**src/design/dtcf_pkg.sv**
```systemverilog
// Shared types and constants for the direction to cube face texel block.
package dtcf_pkg;

	localparam int FACE_SIZE_DEF = 1024;
	localparam int COMP_W = 16;
	localparam int MAG_W = 16;
	localparam int D_W = 17;
	localparam int TEX_W = 10;

	typedef enum logic [2:0] {
		FACE_POS_X = 3'd0,
		FACE_NEG_X = 3'd1,
		FACE_POS_Y = 3'd2,
		FACE_NEG_Y = 3'd3,
		FACE_POS_Z = 3'd4,
		FACE_NEG_Z = 3'd5
	} face_t;

	typedef struct packed {
		logic signed [COMP_W-1:0] dir_x;
		logic signed [COMP_W-1:0] dir_y;
		logic signed [COMP_W-1:0] dir_z;
	} dir_t;

	typedef struct packed {
		face_t            face;
		logic [TEX_W-1:0] tex_x;
		logic [TEX_W-1:0] tex_y;
		logic             zero_vector;
	} texel_t;

	typedef struct packed {
		face_t face;
		logic  zero_vector;
	} dtcf_tag_t;

endpackage

```
**src/design/dtcf_div.sv**
```systemverilog
// Pipelined restoring divider for both face coordinates, one quotient bit per stage.
module dtcf_div
	import dtcf_pkg::*;
#(
	parameter int FACE_SIZE = FACE_SIZE_DEF,
	localparam int QW = $clog2(FACE_SIZE + 1),
	localparam int NW = D_W + QW
) (
	input  logic            clk,
	input  logic            arst_n,
	input  logic            valid_in,
	input  logic [NW-1:0]   num_u,
	input  logic [NW-1:0]   num_v,
	input  logic [D_W-1:0]  den,
	input  dtcf_tag_t       tag_in,
	output logic            valid_out,
	output logic [QW-1:0]   quo_u,
	output logic [QW-1:0]   quo_v,
	output dtcf_tag_t       tag_out
);

	logic            valid_s [QW];
	logic [D_W-1:0]  rem_u_s [QW];
	logic [D_W-1:0]  rem_v_s [QW];
	logic [QW-1:0]   low_u_s [QW];
	logic [QW-1:0]   low_v_s [QW];
	logic [QW-1:0]   quo_u_s [QW];
	logic [QW-1:0]   quo_v_s [QW];
	logic [D_W-1:0]  den_s   [QW];
	dtcf_tag_t       tag_s   [QW];

	for (genvar i = 0; i < QW; i++) begin : g_stage
		logic            valid_i;
		logic [D_W-1:0]  rem_u_i;
		logic [D_W-1:0]  rem_v_i;
		logic [QW-1:0]   low_u_i;
		logic [QW-1:0]   low_v_i;
		logic [QW-1:0]   quo_u_i;
		logic [QW-1:0]   quo_v_i;
		logic [D_W-1:0]  den_i;
		dtcf_tag_t       tag_i;
		logic [D_W:0]    trial_u;
		logic [D_W:0]    trial_v;
		logic            ge_u;
		logic            ge_v;
		logic [D_W:0]    diff_u;
		logic [D_W:0]    diff_v;

		if (i == 0) begin : g_src
			// The upper bits of the numerator are already below the divisor, since the
			// quotient never exceeds the face size.
			assign valid_i = valid_in;
			assign rem_u_i = num_u[NW-1:QW];
			assign rem_v_i = num_v[NW-1:QW];
			assign low_u_i = num_u[QW-1:0];
			assign low_v_i = num_v[QW-1:0];
			assign quo_u_i = '0;
			assign quo_v_i = '0;
			assign den_i   = den;
			assign tag_i   = tag_in;
		end else begin : g_src
			assign valid_i = valid_s[i-1];
			assign rem_u_i = rem_u_s[i-1];
			assign rem_v_i = rem_v_s[i-1];
			assign low_u_i = low_u_s[i-1];
			assign low_v_i = low_v_s[i-1];
			assign quo_u_i = quo_u_s[i-1];
			assign quo_v_i = quo_v_s[i-1];
			assign den_i   = den_s[i-1];
			assign tag_i   = tag_s[i-1];
		end

		always_comb begin
			trial_u = {rem_u_i, low_u_i[QW-1]};
			trial_v = {rem_v_i, low_v_i[QW-1]};
			ge_u    = trial_u >= {1'b0, den_i};
			ge_v    = trial_v >= {1'b0, den_i};
			diff_u  = trial_u - {1'b0, den_i};
			diff_v  = trial_v - {1'b0, den_i};
		end

		always_ff @(posedge clk or negedge arst_n) begin
			if (!arst_n) begin
				valid_s[i] <= 1'b0;
			end else begin
				valid_s[i] <= valid_i;
			end
		end

		always_ff @(posedge clk) begin
			rem_u_s[i] <= ge_u ? diff_u[D_W-1:0] : trial_u[D_W-1:0];
			rem_v_s[i] <= ge_v ? diff_v[D_W-1:0] : trial_v[D_W-1:0];
			low_u_s[i] <= low_u_i << 1;
			low_v_s[i] <= low_v_i << 1;
			quo_u_s[i] <= {quo_u_i[QW-2:0], ge_u};
			quo_v_s[i] <= {quo_v_i[QW-2:0], ge_v};
			den_s[i]   <= den_i;
			tag_s[i]   <= tag_i;
		end
	end

	assign valid_out = valid_s[QW-1];
	assign quo_u     = quo_u_s[QW-1];
	assign quo_v     = quo_v_s[QW-1];
	assign tag_out   = tag_s[QW-1];

endmodule

```
**src/design/direction_to_cube_face_texel.sv**
```systemverilog
// Top level: cube map face selection and texel addressing for a direction vector.
//
// A direction beat is offered on dir with start; it is taken at any clock edge
// where start is high and busy is low. busy stays low, so one direction can be
// taken in every cycle and the sustained rate is one beat per cycle.
// Each taken beat yields exactly one result beat on result, marked by a
// one-cycle done strobe. The divider resolves one quotient bit per stage for
// both coordinates. Stage one picks the major axis and face, stage two forms
// the scaled numerators, the divider stages follow, and a last stage clamps
// the texels.
// Results leave in the order the directions came in. The receiver cannot
// stall, so the pipeline never holds. Reset clears every valid bit, so beats
// in flight at reset are dropped and no result follows until new beats enter.
// An all-zero direction gives face -x, texels zero and the zero_vector flag.
module direction_to_cube_face_texel
	import dtcf_pkg::*;
#(
	parameter int FACE_SIZE = FACE_SIZE_DEF
) (
	input  logic   clk,
	input  logic   arst_n,
	input  logic   start,
	output logic   busy,
	input  dir_t   dir,
	output logic   done,
	output texel_t result
);

	localparam int QW = $clog2(FACE_SIZE + 1);
	localparam int NW = D_W + QW;
	localparam int LAT = QW + 3;
	localparam logic [NW-1:0] SIZE_N = NW'(FACE_SIZE);
	localparam logic [QW-1:0] QMAX = QW'(FACE_SIZE - 1);

	logic accept;

	assign busy   = 1'b0;
	assign accept = start && !busy;

	// Stage one: magnitudes, major axis and face coordinates.
	logic signed [D_W-1:0] xs, ys, zs;
	logic [MAG_W-1:0]      ax, ay, az;
	logic [MAG_W-1:0]      m_c;
	logic signed [D_W-1:0] u_c, v_c;
	face_t                 face_c;

	always_comb begin
		xs = {dir.dir_x[COMP_W-1], dir.dir_x};
		ys = {dir.dir_y[COMP_W-1], dir.dir_y};
		zs = {dir.dir_z[COMP_W-1], dir.dir_z};
		ax = dir.dir_x[COMP_W-1] ? MAG_W'(-xs) : MAG_W'(xs);
		ay = dir.dir_y[COMP_W-1] ? MAG_W'(-ys) : MAG_W'(ys);
		az = dir.dir_z[COMP_W-1] ? MAG_W'(-zs) : MAG_W'(zs);
		if (ax >= ay && ax >= az) begin
			m_c = ax;
			v_c = -ys;
			if (!dir.dir_x[COMP_W-1] && dir.dir_x != '0) begin
				face_c = FACE_POS_X;
				u_c    = -zs;
			end else begin
				face_c = FACE_NEG_X;
				u_c    = zs;
			end
		end else if (ay >= az) begin
			m_c = ay;
			u_c = xs;
			if (!dir.dir_y[COMP_W-1] && dir.dir_y != '0) begin
				face_c = FACE_POS_Y;
				v_c    = zs;
			end else begin
				face_c = FACE_NEG_Y;
				v_c    = -zs;
			end
		end else begin
			m_c = az;
			v_c = -ys;
			if (!dir.dir_z[COMP_W-1] && dir.dir_z != '0) begin
				face_c = FACE_POS_Z;
				u_c    = xs;
			end else begin
				face_c = FACE_NEG_Z;
				u_c    = -xs;
			end
		end
	end

	logic                  valid_s1;
	logic [MAG_W-1:0]      m_s1;
	logic signed [D_W-1:0] u_s1, v_s1;
	face_t                 face_s1;

	always_ff @(posedge clk or negedge arst_n) begin
		if (!arst_n) begin
			valid_s1 <= 1'b0;
		end else begin
			valid_s1 <= accept;
		end
	end

	always_ff @(posedge clk) begin
		m_s1    <= m_c;
		u_s1    <= u_c;
		v_s1    <= v_c;
		face_s1 <= face_c;
	end

	// Stage two: offset the coordinates into [0, 2m] and scale by the face size.
	logic [D_W-1:0] a_u, a_v;

	assign a_u = D_W'(u_s1) + {1'b0, m_s1};
	assign a_v = D_W'(v_s1) + {1'b0, m_s1};

	logic            valid_s2;
	logic [NW-1:0]   num_u_s2, num_v_s2;
	logic [D_W-1:0]  den_s2;
	dtcf_tag_t       tag_s2;

	always_ff @(posedge clk or negedge arst_n) begin
		if (!arst_n) begin
			valid_s2 <= 1'b0;
		end else begin
			valid_s2 <= valid_s1;
		end
	end

	always_ff @(posedge clk) begin
		num_u_s2           <= NW'(a_u) * SIZE_N;
		num_v_s2           <= NW'(a_v) * SIZE_N;
		den_s2             <= {m_s1, 1'b0};
		tag_s2.face        <= face_s1;
		tag_s2.zero_vector <= (m_s1 == '0);
	end

	logic          div_valid;
	logic [QW-1:0] quo_u, quo_v;
	dtcf_tag_t     div_tag;

	dtcf_div #(
		.FACE_SIZE(FACE_SIZE)
	) u_div (
		.clk      (clk),
		.arst_n   (arst_n),
		.valid_in (valid_s2),
		.num_u    (num_u_s2),
		.num_v    (num_v_s2),
		.den      (den_s2),
		.tag_in   (tag_s2),
		.valid_out(div_valid),
		.quo_u    (quo_u),
		.quo_v    (quo_v),
		.tag_out  (div_tag)
	);

	// Last stage: a coordinate equal to +m lands one past the edge and is clamped.
	// A zero vector divides by zero in the divider, so its texels are forced here.
	logic [QW-1:0] clamp_u, clamp_v;

	assign clamp_u = (quo_u > QMAX) ? QMAX : quo_u;
	assign clamp_v = (quo_v > QMAX) ? QMAX : quo_v;

	logic   done_q;
	texel_t result_q;

	always_ff @(posedge clk or negedge arst_n) begin
		if (!arst_n) begin
			done_q <= 1'b0;
		end else begin
			done_q <= div_valid;
		end
	end

	always_ff @(posedge clk) begin
		result_q.face        <= div_tag.face;
		result_q.zero_vector <= div_tag.zero_vector;
		result_q.tex_x       <= div_tag.zero_vector ? '0 : TEX_W'(clamp_u);
		result_q.tex_y       <= div_tag.zero_vector ? '0 : TEX_W'(clamp_v);
	end

	assign done   = done_q;
	assign result = result_q;

	a_latency: assert property (@(posedge clk) disable iff (!arst_n)
		accept |-> ##LAT done)
		else $error("result strobe missing after fixed latency");

	a_zero_result: assert property (@(posedge clk) disable iff (!arst_n)
		done && result.zero_vector |->
			result.face == FACE_NEG_X && result.tex_x == '0 && result.tex_y == '0)
		else $error("zero vector result not forced");

	a_face_range: assert property (@(posedge clk) disable iff (!arst_n)
		done |-> result.face <= FACE_NEG_Z)
		else $error("face code out of range");

endmodule
```
**config.mk**
```make
export PLATFORM = sky130hd
export DESIGN_NAME = direction_to_cube_face_texel
export DESIGN_NICKNAME = d
export VERILOG_FILES = /design/src/design/dtcf_pkg.sv /design/src/design/dtcf_div.sv /design/src/design/direction_to_cube_face_texel.sv
export SDC_FILE = /design/constraint.sdc
export NUM_CORES = 2
export LEC_CHECK = 0
export ABC_AREA = 0
export BUFFER_PORTS_ARGS = -buffer_cell sky130_fd_sc_hd__buf_2
export CAP_MARGIN = 20
export CORE_MARGIN = 1.5
export CORE_UTILIZATION = 35
export DETAILED_ROUTE_END_ITERATION = 16
export PLACE_DENSITY = 0.52
export SETUP_SLACK_MARGIN = 0.5
export SLEW_MARGIN = 10
export SYNTH_ARGS = -nofsm -noshare
export SYNTH_HDL_FRONTEND = slang
export SYNTH_SLANG_ARGS = --single-unit
export TNS_END_PERCENT = 5
```
**constraint.sdc**
```tcl
create_clock -name clk -period 3.31 [get_ports clk]
set_input_delay 0.1655 -clock clk [delete_from_list [all_inputs] [get_ports clk]]
set_output_delay 0.1655 -clock clk [all_outputs]
set_load 0.1 [all_outputs]
```
==> impl_metrics.yaml <==
run_status:
  outcome: "finished, violations left"
  failed_checks: "negative setup slack"
yosys:
  synth-adder-area-share_pct: 14.8
  syn_area_per_cell_um2: 9.61
  synth_top_family_by_area: "adder cells"
  yosysSeqAreaShare_pct: 40.4
  synthSimpleGateAreaFrac_pct: 12.4
  syn_area_um2: 40000
  yosys_warnings: 0
  async_reset_ff_share_pct: 1.74
  ys_ff_latch: 803
  synth.distinct_cells: 78
  ys.flop_type: "dfxtp_1"
  synth_mux_area_share_pct: 6.54
  synth_edf_count: 0
  syn_nets: 4669
  synth_xor_area_share_pct: 7.38
  yosys.area.top_type: "dfxtp_1"
  synthCells: 4160
  yosysTopAreaCellShare_pct: 39.5
  synth_compound_area_share_pct: 14.6
  synth_area_leaders: "dfxtp_1 (40%), ha_1 (14%), mux2_2 (5.6%), xnor2_1 (4.6%), a21oi_1 (3.7%)"
route:
  via_count: 30300
  drt-pass1-iter-count: 5
  viasPerCell: 4.99
  drtIter0Drc: 1727
  wl_per_cell_um: 18.0
  routed_wl_um: 109000
  drc: 0
  ant_nets: 0
critical_path:
  startpoint: "dir[32]"
  arrival_ns: 4.39
  critPathMaxFanout: 11
  crit_family: "simple AND/OR/NAND/NOR gates"
  cp.required_ns: 3.85
  critical_path.slowest_cell: "or3_4"
  r2r_start: "m_s1[0]"
  path_class: "in2reg"
  crit_top_cell: "or3_4"
  cp-start-kind: "input pin"
  cp-end-kind: "register"
  path_cells: "buf_6 > or3_4 > or3_4 > or3_4 > or3_4 > or3_4 > and2_4 > xor2_4 > ha_4 > a21o_1 > a21o_1 > a2111oi_2 > o21ai_1 > o22ai_2 > or3_4 > buf_6 > mux2_2"
  crit_buf_inv: 2
  slowest_delay_ns: 0.38
placed_design:
  hpwl_um: 86400
  place_ws_ns: -1.37
  dp.cells: 5865
  port_buffers: 75
  gp_congestion: 0.898
final_layout:
  drive_gt1_share_pct: 20.0
  multi_input_area_um2: 23700
  fin_cells: 6070
  register_area_um2: 16200
  syn_to_final_growth_pct: 22.0
  num-nets-final: 5005
  fillers: 10900
floorplan:
  num_rows: 123
  core-area_um2: 113000
  die_y_um: 341
  die_area_um2: 116000
  start_util_pct: 35.4
  ios: 77
  die-width_um: 341
timing:
  fin_crit_ns: 3.84
  drv_slew: 0
  finClkSkew_ns: 0.0204
  finalHoldViolCount: 0
  worst_slack_ns: -0.533
  setup_viol: 53
  timing.final.crit_share_pct: 116
  slew-limit-headroom_pct: 36.3
  rsz0062_at_grt: "yes"
  clock.fmax_ghz: 0.260
  tightest_slew_ns: 0.955
global_routing:
  grt_max_degree: 29
  gr-usage-all-layers_pct: 18.3
  grt_pass1_wl_um: 167000
  grt_remaining_overflow: 0
  first_global_vias: 29300
  antenna_found_initial: 2
min_path:
  min_path_type: "in2reg"
  hp-start: "dir[3]"
clock_tree:
  tritoncts: "yes"
  clk_pin_slew_ns: 0.06
  clk_latency_ns: 0.67
  max-clock-path-buffers: 3
  htreeDepth: 3
  cts_buffers: 88
  cts.sinks: 803
  root_buffer: "clkbuf_16"
flow_run:
  drv_cap: 0
routing by layer:
| metal | up-vias | routed length, µm | part of all wire, % | track usage [%] |
|---|---|---|---|---|
| li1 | 15400 | - | - | - |
| met1 | 14200 | 50300 | 46 | 24.0 |
| met2 | 525 | 51700 | 47 | 31.1 |
| met3 | 159 | 3700 | 3.4 | 2.08 |
| met4 | 0 | 3360 | 3.1 | 6.60 |
| met5 | - | 0 | 0 | 0 |
per-stage QoR:
stage | util, % | TNS [ns] | hold WS, ns | cell area [µm²]
6_report | 43.2 | -23.55 | 0.0333 | 48800
5_1_grt | 43.2 | -28.76 | 0.0288 | 48700
3_3_place_gp | 38.8 | -68.08 | 0.0683 | 43700
4_1_cts | 42.4 | -20.72 | 0.00360 | 47800
2_1_floorplan | - | -47.92 | -0.130 | 40000
3_5_place_dp | 38.8 | -67.11 | 0.0657 | 43700
cells by family after synthesis:
| group | after synthesis |
|---|---|
| and+or+nand+nor | 1011 |
| AOI/OAI and AO/OA | 907 |
| DFF | 803 |
| adders and majority gates | 458 |
| buffers and inverters | 408 |
| xor gates and xnor gates | 336 |
| muxes | 236 |
| other | 1 |
flip-flops by register name, indices dropped and copies added (netlist names), 3 cells and up:
name	count
u_div.rem_v_s	161
result	24
face_s1	3
v_s1	17
u_div.den_s	160
u_s1	17
u_div.tag_s	44
u_div.quo_u_s	66
den_s2	16
u_div.rem_u_s	161
m_s1	16
tag_s2	4
u_div.quo_v_s	66
num_u_s2	17
u_div.g_stage.valid_i	10
num_v_s2	17
synth_stat cells, types with 12 or more instances:
library cell / number
a31oi_1: 37
nand4_1: 58
clkbuf_1: 73
and3_1: 22
ha_1: 436
a211oi_1: 24
and4_1: 16
a21o_1: 79
mux2_2: 197
o31ai_1: 19
o21ai_0: 165
or2_2: 17
nor3_1: 79
nand3_1: 86
o31a_1: 33
inv_1: 319
a41oi_1: 17
nand2_1: 212
nor4_1: 38
nor2_1: 286
dfxtp_1: 789
nor2b_1: 74
o21a_1: 61
o211ai_1: 30
nand2b_1: 42
dfrtp_1: 14
o21bai_1: 21
xnor2_1: 211
o2111ai_1: 12
a21oi_1: 294
fa_1: 22
and2_1: 15
o41ai_1: 15
mux2i_1: 38
xor2_1: 124
or3_1: 36
worst paths after layout:
kind	to	slack, ns	cells past startpoint
max	m_s1[9]	-0.53	17
min	u_s1[3]	0.03	4
max reg2reg	num_v_s2[26]	0.22	11
min reg2reg	u_div.quo_u_s[9][2]	0.32	0
max in group asynchronous	valid_s1	2.33	3
min in group asynchronous	u_div.g_stage[6].valid_i	0.57	3
repair_timing:
| action | 4_1_cts | 5_1_grt |
|---|---|---|
| endpoints found under the hold margin | 42 | 0 |
| hold buffers | 38 | 0 |
| gates resized for setup | 109 | 210 |
| cloned | 1 | 1 |
| buffers inserted | 1 | 0 |
| pin swaps | 31 | 63 |
| setup endpoints to repair | 245 | 280 |
tightest hold or removal path, stage by stage:
cell	delay [ns]
buf_2	0.09
buf_4	0.13
xor2_1	0.08
a22oi_2	0.18
cell usage in the layout, fill, tap and decap left out, types with 39 or more instances in the layout:
| cell type | instances |
|---|---|
| dfxtp_1 | 753 |
| ha_1 | 393 |
| inv_1 | 306 |
| nor2_1 | 278 |
| a21oi_1 | 267 |
| xnor2_1 | 211 |
| nand2_1 | 208 |
| buf_4 | 192 |
| mux2_2 | 159 |
| o21ai_0 | 150 |
| xor2_1 | 123 |
| clkbuf_16 | 89 |
| nand3_1 | 85 |
| a21o_1 | 78 |
| nor3_1 | 73 |
| buf_2 | 73 |
| nor2b_1 | 64 |
| o21a_1 | 60 |
| nand4_1 | 58 |
| nand2b_1 | 42 |
| mux2_4 | 39 |
area by class of cell:
| cell class | count | area share, % |
|---|---|---|
| Antenna cell | 1 | 0.00513 |
| Clock buffer | 117 | 5.17 |
| Clock inverter | 46 | 1.21 |
| Inverter | 320 | 2.47 |
| Multi-Input combinational cell | 2949 | 48.5 |
| Sequential cell | 803 | 33.2 |
| Tap cell | 1500 | 3.85 |
| Timing Repair Buffer | 334 | 5.55 |
Power is left out: the tool's default activity adds up to more than one toggle a clock period on the data nets, which glitch-free logic cannot reach.
